[src/rtl/jtg_pkg.sv]
// Shared constants, codes and types for the JSON token grammar checker.
package jtg_pkg;

  // Field widths
  localparam int KIND_W   = 4;
  localparam int START_W  = 32;
  localparam int LENGTH_W = 16;
  localparam int EVENT_W  = 4;
  localparam int STATUS_W = 2;

  // Default nesting bound
  localparam int MAX_NESTING_DEF = 16;

  // Token kinds
  localparam logic [KIND_W-1:0] TK_OBJ_BEGIN = 4'd0;
  localparam logic [KIND_W-1:0] TK_OBJ_END   = 4'd1;
  localparam logic [KIND_W-1:0] TK_ARR_BEGIN = 4'd2;
  localparam logic [KIND_W-1:0] TK_ARR_END   = 4'd3;
  localparam logic [KIND_W-1:0] TK_STRING    = 4'd4;
  localparam logic [KIND_W-1:0] TK_NUMBER    = 4'd5;
  localparam logic [KIND_W-1:0] TK_TRUE      = 4'd6;
  localparam logic [KIND_W-1:0] TK_FALSE     = 4'd7;
  localparam logic [KIND_W-1:0] TK_NULL      = 4'd8;
  localparam logic [KIND_W-1:0] TK_COLON     = 4'd9;
  localparam logic [KIND_W-1:0] TK_COMMA     = 4'd10;

  // Event kinds
  localparam logic [EVENT_W-1:0] EV_NONE      = 4'd0;
  localparam logic [EVENT_W-1:0] EV_OBJ_BEGIN = 4'd1;
  localparam logic [EVENT_W-1:0] EV_OBJ_END   = 4'd2;
  localparam logic [EVENT_W-1:0] EV_ARR_BEGIN = 4'd3;
  localparam logic [EVENT_W-1:0] EV_ARR_END   = 4'd4;
  localparam logic [EVENT_W-1:0] EV_KEY       = 4'd5;
  localparam logic [EVENT_W-1:0] EV_STRING    = 4'd6;
  localparam logic [EVENT_W-1:0] EV_NUMBER    = 4'd7;
  localparam logic [EVENT_W-1:0] EV_BOOL      = 4'd8;
  localparam logic [EVENT_W-1:0] EV_NULL      = 4'd9;

  // Status codes
  localparam logic [STATUS_W-1:0] ST_OK    = 2'd0;
  localparam logic [STATUS_W-1:0] ST_DONE  = 2'd1;
  localparam logic [STATUS_W-1:0] ST_ERROR = 2'd2;

  // Context kinds held on the stack
  localparam logic CTX_OBJ = 1'b0;
  localparam logic CTX_ARR = 1'b1;

  // Stack operation from the grammar logic to the context stack
  typedef struct packed {
    logic push;
    logic pop;
    logic kind;
  } stack_op_t;

  // One result item
  typedef struct packed {
    logic [EVENT_W-1:0]  event_kind;
    logic                bool_value;
    logic [START_W-1:0]  event_start;
    logic [LENGTH_W-1:0] event_length;
    logic [STATUS_W-1:0] status;
  } result_t;

endpackage

[src/rtl/jtg_ctx_stack.sv]
// Context stack as a shift register: top entry at index zero.
module jtg_ctx_stack #(
  parameter int MAX_NESTING = jtg_pkg::MAX_NESTING_DEF
) (
  input  logic              clk,
  input  jtg_pkg::stack_op_t op,
  output logic              top_kind
);

  logic [MAX_NESTING-1:0] stack_r;
  logic [MAX_NESTING-1:0] stack_nxt;
  logic [MAX_NESTING:0]   shift_in;
  logic [MAX_NESTING:0]   shift_out;

  // Push shifts deeper, pop shifts toward the top
  assign shift_in  = {stack_r, op.kind};
  assign shift_out = {1'b0, stack_r};

  always_comb begin
    stack_nxt = stack_r;
    if (op.push) begin
      stack_nxt = shift_in[MAX_NESTING-1:0];
    end else if (op.pop) begin
      stack_nxt = shift_out[MAX_NESTING:1];
    end
  end

  always_ff @(posedge clk) begin
    stack_r <= stack_nxt;
  end

  assign top_kind = stack_r[0];

endmodule

[src/rtl/jtg_grammar.sv]
// Grammar state: expectation, nesting level, sticky flags and per-token decision.
module jtg_grammar #(
  parameter int MAX_NESTING = jtg_pkg::MAX_NESTING_DEF
) (
  input  logic                         clk,
  input  logic                         rst_n,
  input  logic                         step_en,
  input  logic [jtg_pkg::KIND_W-1:0]   kind,
  input  logic [jtg_pkg::START_W-1:0]  start,
  input  logic [jtg_pkg::LENGTH_W-1:0] length,
  output jtg_pkg::result_t             res
);

  localparam int LVL_W = $clog2(MAX_NESTING + 1);
  localparam logic [LVL_W-1:0] LVL_MAX = LVL_W'(MAX_NESTING);

  typedef enum logic [1:0] {
    EXP_VALUE = 2'd0,
    EXP_KEY   = 2'd1,
    EXP_COLON = 2'd2,
    EXP_NEXT  = 2'd3
  } expect_t;

  expect_t          expect_r, expect_nxt, exp_tok;
  logic [LVL_W-1:0] level_r, level_nxt, level_tok;
  logic             error_r, error_nxt;
  logic             done_r, done_nxt;
  logic             ok;
  logic             top_kind;
  jtg_pkg::stack_op_t op_tok, op;
  jtg_pkg::result_t   res_tok;

  jtg_ctx_stack #(
    .MAX_NESTING (MAX_NESTING)
  ) u_stack (
    .clk      (clk),
    .op       (op),
    .top_kind (top_kind)
  );

  // Decide the token against the current expectation
  always_comb begin
    ok        = 1'b0;
    exp_tok   = expect_r;
    level_tok = level_r;
    op_tok    = '0;
    res_tok   = '0;
    case (kind)
      jtg_pkg::TK_OBJ_BEGIN, jtg_pkg::TK_ARR_BEGIN: begin
        res_tok.event_kind = (kind == jtg_pkg::TK_OBJ_BEGIN) ? jtg_pkg::EV_OBJ_BEGIN
                                                             : jtg_pkg::EV_ARR_BEGIN;
        if (expect_r == EXP_VALUE && level_r < LVL_MAX) begin
          ok          = 1'b1;
          op_tok.push = 1'b1;
          op_tok.kind = (kind == jtg_pkg::TK_OBJ_BEGIN) ? jtg_pkg::CTX_OBJ : jtg_pkg::CTX_ARR;
          level_tok   = level_r + 1'b1;
          exp_tok     = (kind == jtg_pkg::TK_OBJ_BEGIN) ? EXP_KEY : EXP_VALUE;
        end
      end
      jtg_pkg::TK_OBJ_END, jtg_pkg::TK_ARR_END: begin
        res_tok.event_kind = (kind == jtg_pkg::TK_OBJ_END) ? jtg_pkg::EV_OBJ_END
                                                           : jtg_pkg::EV_ARR_END;
        if (level_r != '0 &&
            top_kind == ((kind == jtg_pkg::TK_OBJ_END) ? jtg_pkg::CTX_OBJ : jtg_pkg::CTX_ARR)) begin
          ok         = 1'b1;
          op_tok.pop = 1'b1;
          level_tok  = level_r - 1'b1;
          exp_tok    = EXP_NEXT;
        end
      end
      jtg_pkg::TK_STRING: begin
        res_tok.event_start  = start;
        res_tok.event_length = length;
        if (expect_r == EXP_KEY) begin
          ok                 = 1'b1;
          exp_tok            = EXP_COLON;
          res_tok.event_kind = jtg_pkg::EV_KEY;
        end else begin
          ok                 = (expect_r == EXP_VALUE);
          exp_tok            = EXP_NEXT;
          res_tok.event_kind = jtg_pkg::EV_STRING;
        end
      end
      jtg_pkg::TK_NUMBER: begin
        ok                   = (expect_r == EXP_VALUE);
        exp_tok              = EXP_NEXT;
        res_tok.event_kind   = jtg_pkg::EV_NUMBER;
        res_tok.event_start  = start;
        res_tok.event_length = length;
      end
      jtg_pkg::TK_TRUE, jtg_pkg::TK_FALSE: begin
        ok                 = (expect_r == EXP_VALUE);
        exp_tok            = EXP_NEXT;
        res_tok.event_kind = jtg_pkg::EV_BOOL;
        res_tok.bool_value = (kind == jtg_pkg::TK_TRUE);
      end
      jtg_pkg::TK_NULL: begin
        ok                 = (expect_r == EXP_VALUE);
        exp_tok            = EXP_NEXT;
        res_tok.event_kind = jtg_pkg::EV_NULL;
      end
      jtg_pkg::TK_COLON: begin
        ok      = (expect_r == EXP_COLON);
        exp_tok = EXP_VALUE;
      end
      jtg_pkg::TK_COMMA: begin
        ok      = (expect_r == EXP_NEXT) && (level_r != '0);
        exp_tok = (top_kind == jtg_pkg::CTX_OBJ) ? EXP_KEY : EXP_VALUE;
      end
      default: begin
        ok = 1'b0;
      end
    endcase
  end

  // Apply sticky flags and commit only accepted tokens
  always_comb begin
    expect_nxt = expect_r;
    level_nxt  = level_r;
    error_nxt  = error_r;
    done_nxt   = done_r;
    op         = '0;
    res        = '0;
    if (error_r) begin
      res.status = jtg_pkg::ST_ERROR;
    end else if (done_r) begin
      res.status = jtg_pkg::ST_DONE;
    end else if (!ok) begin
      res.status = jtg_pkg::ST_ERROR;
      if (step_en) begin
        error_nxt = 1'b1;
      end
    end else begin
      res = res_tok;
      if (exp_tok == EXP_NEXT && level_tok == '0) begin
        res.status = jtg_pkg::ST_DONE;
      end else begin
        res.status = jtg_pkg::ST_OK;
      end
      if (step_en) begin
        expect_nxt = exp_tok;
        level_nxt  = level_tok;
        op         = op_tok;
        done_nxt   = (exp_tok == EXP_NEXT && level_tok == '0);
      end
    end
  end

  always_ff @(posedge clk) begin
    if (!rst_n) begin
      expect_r <= EXP_VALUE;
      level_r  <= '0;
      error_r  <= 1'b0;
      done_r   <= 1'b0;
    end else begin
      expect_r <= expect_nxt;
      level_r  <= level_nxt;
      error_r  <= error_nxt;
      done_r   <= done_nxt;
    end
  end

endmodule

[config.mk]
export PLATFORM = sky130hd
export DESIGN_NAME = jtg_grammar
export DESIGN_NICKNAME = d
export VERILOG_FILES = /design/src/rtl/jtg_pkg.sv /design/src/rtl/jtg_ctx_stack.sv /design/src/rtl/jtg_grammar.sv
export SDC_FILE = /design/constraint.sdc
export NUM_CORES = 1
export LEC_CHECK = 0
export ABC_CLOCK_PERIOD_IN_PS = 5400
export BUFFER_PORTS_ARGS = -buffer_cell sky130_fd_sc_hd__buf_2
export CORE_ASPECT_RATIO = 0.7
export CORE_MARGIN = 2
export CORE_UTILIZATION = 38
export CTS_BUF_LIST = sky130_fd_sc_hd__clkbuf_4 sky130_fd_sc_hd__clkbuf_8
export DETAILED_ROUTE_END_ITERATION = 8
export PLACE_DENSITY = 0.66
export SYNTH_ARGS = -nofsm -noshare
export SYNTH_HDL_FRONTEND = slang
export SYNTH_SLANG_ARGS = --single-unit
[constraint.sdc]
create_clock -name clk -period 5.4 [get_ports clk]
set_input_delay 1.08 -clock clk [delete_from_list [all_inputs] [get_ports clk]]
set_output_delay 1.08 -clock clk [all_outputs]
set_load 0.03 [all_outputs]
# Word level (Yosys, flattened, before mapping)
# Cells that the tools add are included.
[word_totals]
in_bits = 55
elab_cells = 85
output_inout_bits = 55
reg_bits = 25
[classes]
n_addsub = 2
n_mux = 45
n_reduce_logical = 15
bitwise = 2
order_cmp = 1
n_eq_ne = 15
[ops]
columns = ["cell", "count"]
rows = [
  ["53-bit two-way mux", 3],
  ["48-bit two-way mux", 1],
  ["16-bit two-way mux", 2],
  ["4-bit case mux with 6 select lines", 1],
  ["1-bit two-way mux", 21],
  ["4-bit by 3-bit equality test with 1-bit output, second input constant", 4],
  ["3-bit two-way mux", 5],
  ["2-bit two-way mux", 7],
  ["4-bit equality test, second input constant", 3],
  ["2-bit case mux with 6 select lines", 1],
  ["5-bit two-way mux", 2],
  ["5-bit case mux with 2 select lines", 1],
  ["4-bit by 2-bit equality test with 1-bit output, second input constant", 2],
  ["2-bit OR reduction", 4],
  ["2-bit equality test, second input constant", 3],
  ["1-bit case mux with 6 select lines", 1],
  ["5-bit by 1-bit adder with 5-bit output, second input constant", 1],
  ["5-bit zero test", 1],
  ["5-bit less-than comparator, second input constant", 1],
  ["5-bit nonzero test", 1],
  ["5-bit by 1-bit subtractor with 5-bit output, second input constant", 1],
  ["4-bit by 1-bit equality test with 1-bit output, second input constant", 1],
  ["1-bit logical AND", 4],
  ["4-bit zero test", 1],
  ["7 further kinds", 8],
]

# Depth between registers and ports, before layout
[logic_depth]
depth_word = 12
mapped_depth = 9
depth_no_buf = 7

# Hierarchy
# Synthesis repeated with hierarchy kept, for this count alone.
[hier_totals]
hier_cells = 227
area_unflattened_um2 = 2033.2
[by_module_without_submodules]
columns = ["module", "cells_per_inst", "instances", "area_per_inst_um2", "seq_area_each_um2"]
rows = [
  ["jtg_grammar", 192, 1, 1308.8, 180.2],
  ["jtg_ctx_stack", 35, 1, 724.4, 480.5],
]

# Worst setup path after synthesis
# OpenSTA, ideal clock, no wires.
[synth_timing]
path_type = "input -> output"
start = "input port kind[2] (netlist name)"
end = "output port res[50] (netlist name)"
t_arrival_ps = 3271
t_required_ps = 4320
path_slack_ps = 1049
cell_stages = 6
cell_sequence = "buf_2 nor4b_4 a211oi_1 o221ai_2 nand2_1 nor4b_1"
[synth_lines]
columns = ["element", "line", "rtl"]
rows = [
  ["start: declaration", "jtg_grammar.sv:8", "input logic [jtg_pkg::KIND_W-1:0] kind,"],
  ["end: declaration", "jtg_grammar.sv:11", "output jtg_pkg::result_t res"],
]

==> results.py <==
metrics = {
    "run_status": {
        "status": "finished clean",
    },
    "routing": {
        "drcViolationCount": 0,
        "ant_nets": 0,
        "drt_pass1_iterations": 4,
        "wl_per_cell_um": 14.2,
        "vias": 2146,
        "vias_per_cell": 5.30,
        "drt-initial-drc-count": 124,
        "wirelength_mm": 5.74,
    },
    "critical_path": {
        "cp.arrival_ns": 3.35,
        "crit_path_start_kind": "input pin",
        "worstPathRequired_ns": 4.32,
        "reg2reg_depth": 7,
        "worstSetupEndpointType": "output port",
        "r2r_setup_slack_ns": 2.89,
        "crit_fanout": 19,
        "critical_path_class": "input pin to output port",
    },
    "floorplan": {
        "io_pins": 110,
        "coreArea_um2": 5290,
        "rows": 22,
        "die_area_um2": 6150,
        "die_w_um": 92.9,
        "dieHeight_um": 66.2,
        "initial_core_util_pct": 39.8,
    },
    "synth": {
        "syn-cell-area_um2": 2100,
        "syn_inst": 234,
        "synth_cell_type_count": 58,
        "avgSynthCellArea_um2": 8.98,
        "synth-compound-area-share_pct": 17.1,
        "syn_nets": 291,
        "yosys_warnings": 0,
        "synth_top_family_by_area": "simple AND/OR/NAND/NOR gates",
        "netlist_top_cells_area": "edfxtp_1 (23%), and2_1 (14%), dfxtp_1 (8.6%)",
        "synth_xor_area_share_pct": 1.19,
        "yosys.area.top_type_share_pct": 22.9,
        "ys_seq_area_share_pct": 31.4,
        "async_reset_ff_share_pct": 0,
        "synth-seq-cells": 25,
        "synth-simple-area-share_pct": 35.7,
        "synth_fa_ha_area_share_pct": 1.19,
        "synth_edf_count": 16,
        "synth.area.mux_share_pct": 7.50,
        "synth_top_area_cell": "edfxtp_1",
        "synth-main-ff-cell": "edfxtp_1",
    },
    "sta": {
        "setup_tns_ns": 0,
        "clock_skew_ns": 0.00582,
        "hold_viol": 0,
        "fmax_mhz": 226,
        "slew_headroom_pct": 44.9,
        "grt_setup_unrepaired": "no",
        "finalCriticalPeriod_ns": 4.43,
        "holdWs_ns": 0.518,
        "finalSetupViolCount": 0,
        "final_max_slew_viol_count": 0,
        "worst_pin_slew_ns": 0.816,
        "finalCritPeriodShare_pct": 82.0,
    },
    "grt": {
        "grt_overflow": 0,
        "grt_antenna_before_repair": 0,
        "gr-usage-all-layers_pct": 17.6,
        "grt_pass1_vias": 1772,
        "grt_max_degree": 49,
        "grt_pass1_wl_mm": 8.63,
    },
    "final_layout": {
        "area_delta_synth_final_pct": 29.4,
        "drive_gt1_share_pct": 42.9,
        "num_antenna_cells": 0,
        "fin_nets": 391,
        "final_common_cell": "buf_2",
        "layout_common_cells": "buf_2 (109), and2_1 (48), edfxtp_1 (16)",
    },
    "clock_tree": {
        "clkTransAtPathRegs_ns": 0.09,
        "numCtsBuffers": 3,
        "cts.path.max_buffers": 2,
        "cts_resized": 0,
        "cts_tree": "built",
        "cts_setup_buffers": 0,
        "cts_hold_buf": 0,
        "cts_sinks": 25,
        "root_buffer": "clkbuf_8",
        "clk_latency_ns": 0.27,
        "cts-htree-levels": 1,
    },
    "power": {
        "p_per_area_nw_per_um2": 172,
        "p_leak_uw": 0.00128,
        "p_total_uw": 469,
        "vdd_drop_max_mv": 0.135,
    },
    "place": {
        "gp_congestion": 0.890,
        "place_hpwl_mm": 4.49,
        "io_buffers": 109,
    },
    "job": {
        "cap_viol_max_count": 0,
    },
    "min_path": {
        "hold_depth": 2,
        "hp-class": "flop to flop",
    },
}
Yosys cell counts (2+ instances only):
library cell  count
and3_1            2
nor4_1            2
clkbuf_1          4
o211ai_1          2
nor2_1           12
buf_4             2
nor3b_1           4
or2_2             2
nand2_1           5
a21oi_1           8
dfxtp_1           9
edfxtp_1         16
a31oi_1           4
ha_1              2
nor4b_4           2
nor4b_1           3
a41oi_1           2
inv_1            10
o21ai_0           6
and2_1           48
nand2b_1          3
nor3_1           14
mux2_2           14
a211oi_1          6
and3b_1           3
buf_2             9
a22oi_1           2
nand3_1           3
or3_1             6
worst max-delay path, stage by stage:
cell and delay, ns:
buf_2 0.27, or3b_4 0.46, or3_1 0.38, a211oi_1 0.48, o211ai_1 0.20, o32ai_1 0.24, buf_2 0.23
path summary, 6_finish.rpt:
path	from	endpoint
worst max-delay path	kind[0]	res[0]
worst min-delay path	done_r	done_r
worst max register to register	level_r[0]	done_r
worst min register to register	done_r	done_r
power breakdown:
part,leakage (µW),total (µW),internal [µW],switching [µW]
sequential,0.000216,216,207,9.27
combinational,0.00105,138,54.8,83.5
clock,0.0000217,114,52.4,62.1
total,0.00128,469,314,155
metal layers:
layer / part of all wire, % / track usage [%]
met1: 47 / 26.9
met2: 42 / 25.3
met3: 11 / 3.19
met4: 0.59 / 4.23
met5: 0 / 0
sequential cells by signal, summed over array words and instances (netlist names):
signal           count
u_stack.stack_r     16
expect_r             2
level_r              5
done_r               1
error_r              1
layout make-up:
type / count / area (µm²)
multi-input combinational: 183 / 1320
sequential: 25 / 661
clock buffer: 3 / 41.3
fill: 513 / 2560
clock inverter: 1 / 7.51
timing repair buffer: 111 / 561
inverter: 10 / 37.5
tap: 72 / 90.1
metrics by stage:
stage	utilization [%]	std cells	setup slack (ns)	instance area (µm²)
after floorplan	-	234	1.05	2100
after global placement	50.5	401	1.03	2670
after detailed placement	50.5	401	1.03	2670
after CTS	51.5	405	1.02	2720
after global routing	51.5	405	0.861	2720
final	51.5	405	0.973	2720
logic make-up after synthesis:
| logic type | Yosys count |
|---|---|
| AO/OA/AOI/OAI | 48 |
| flip-flops | 25 |
| AND/OR/NAND/NOR | 117 |
| buffers and inverters | 26 |
| multiplexers | 14 |
| XOR/XNOR | 2 |
| adder cells (fa/ha/maj) | 2 |
(Power assumes the default switching activity.)
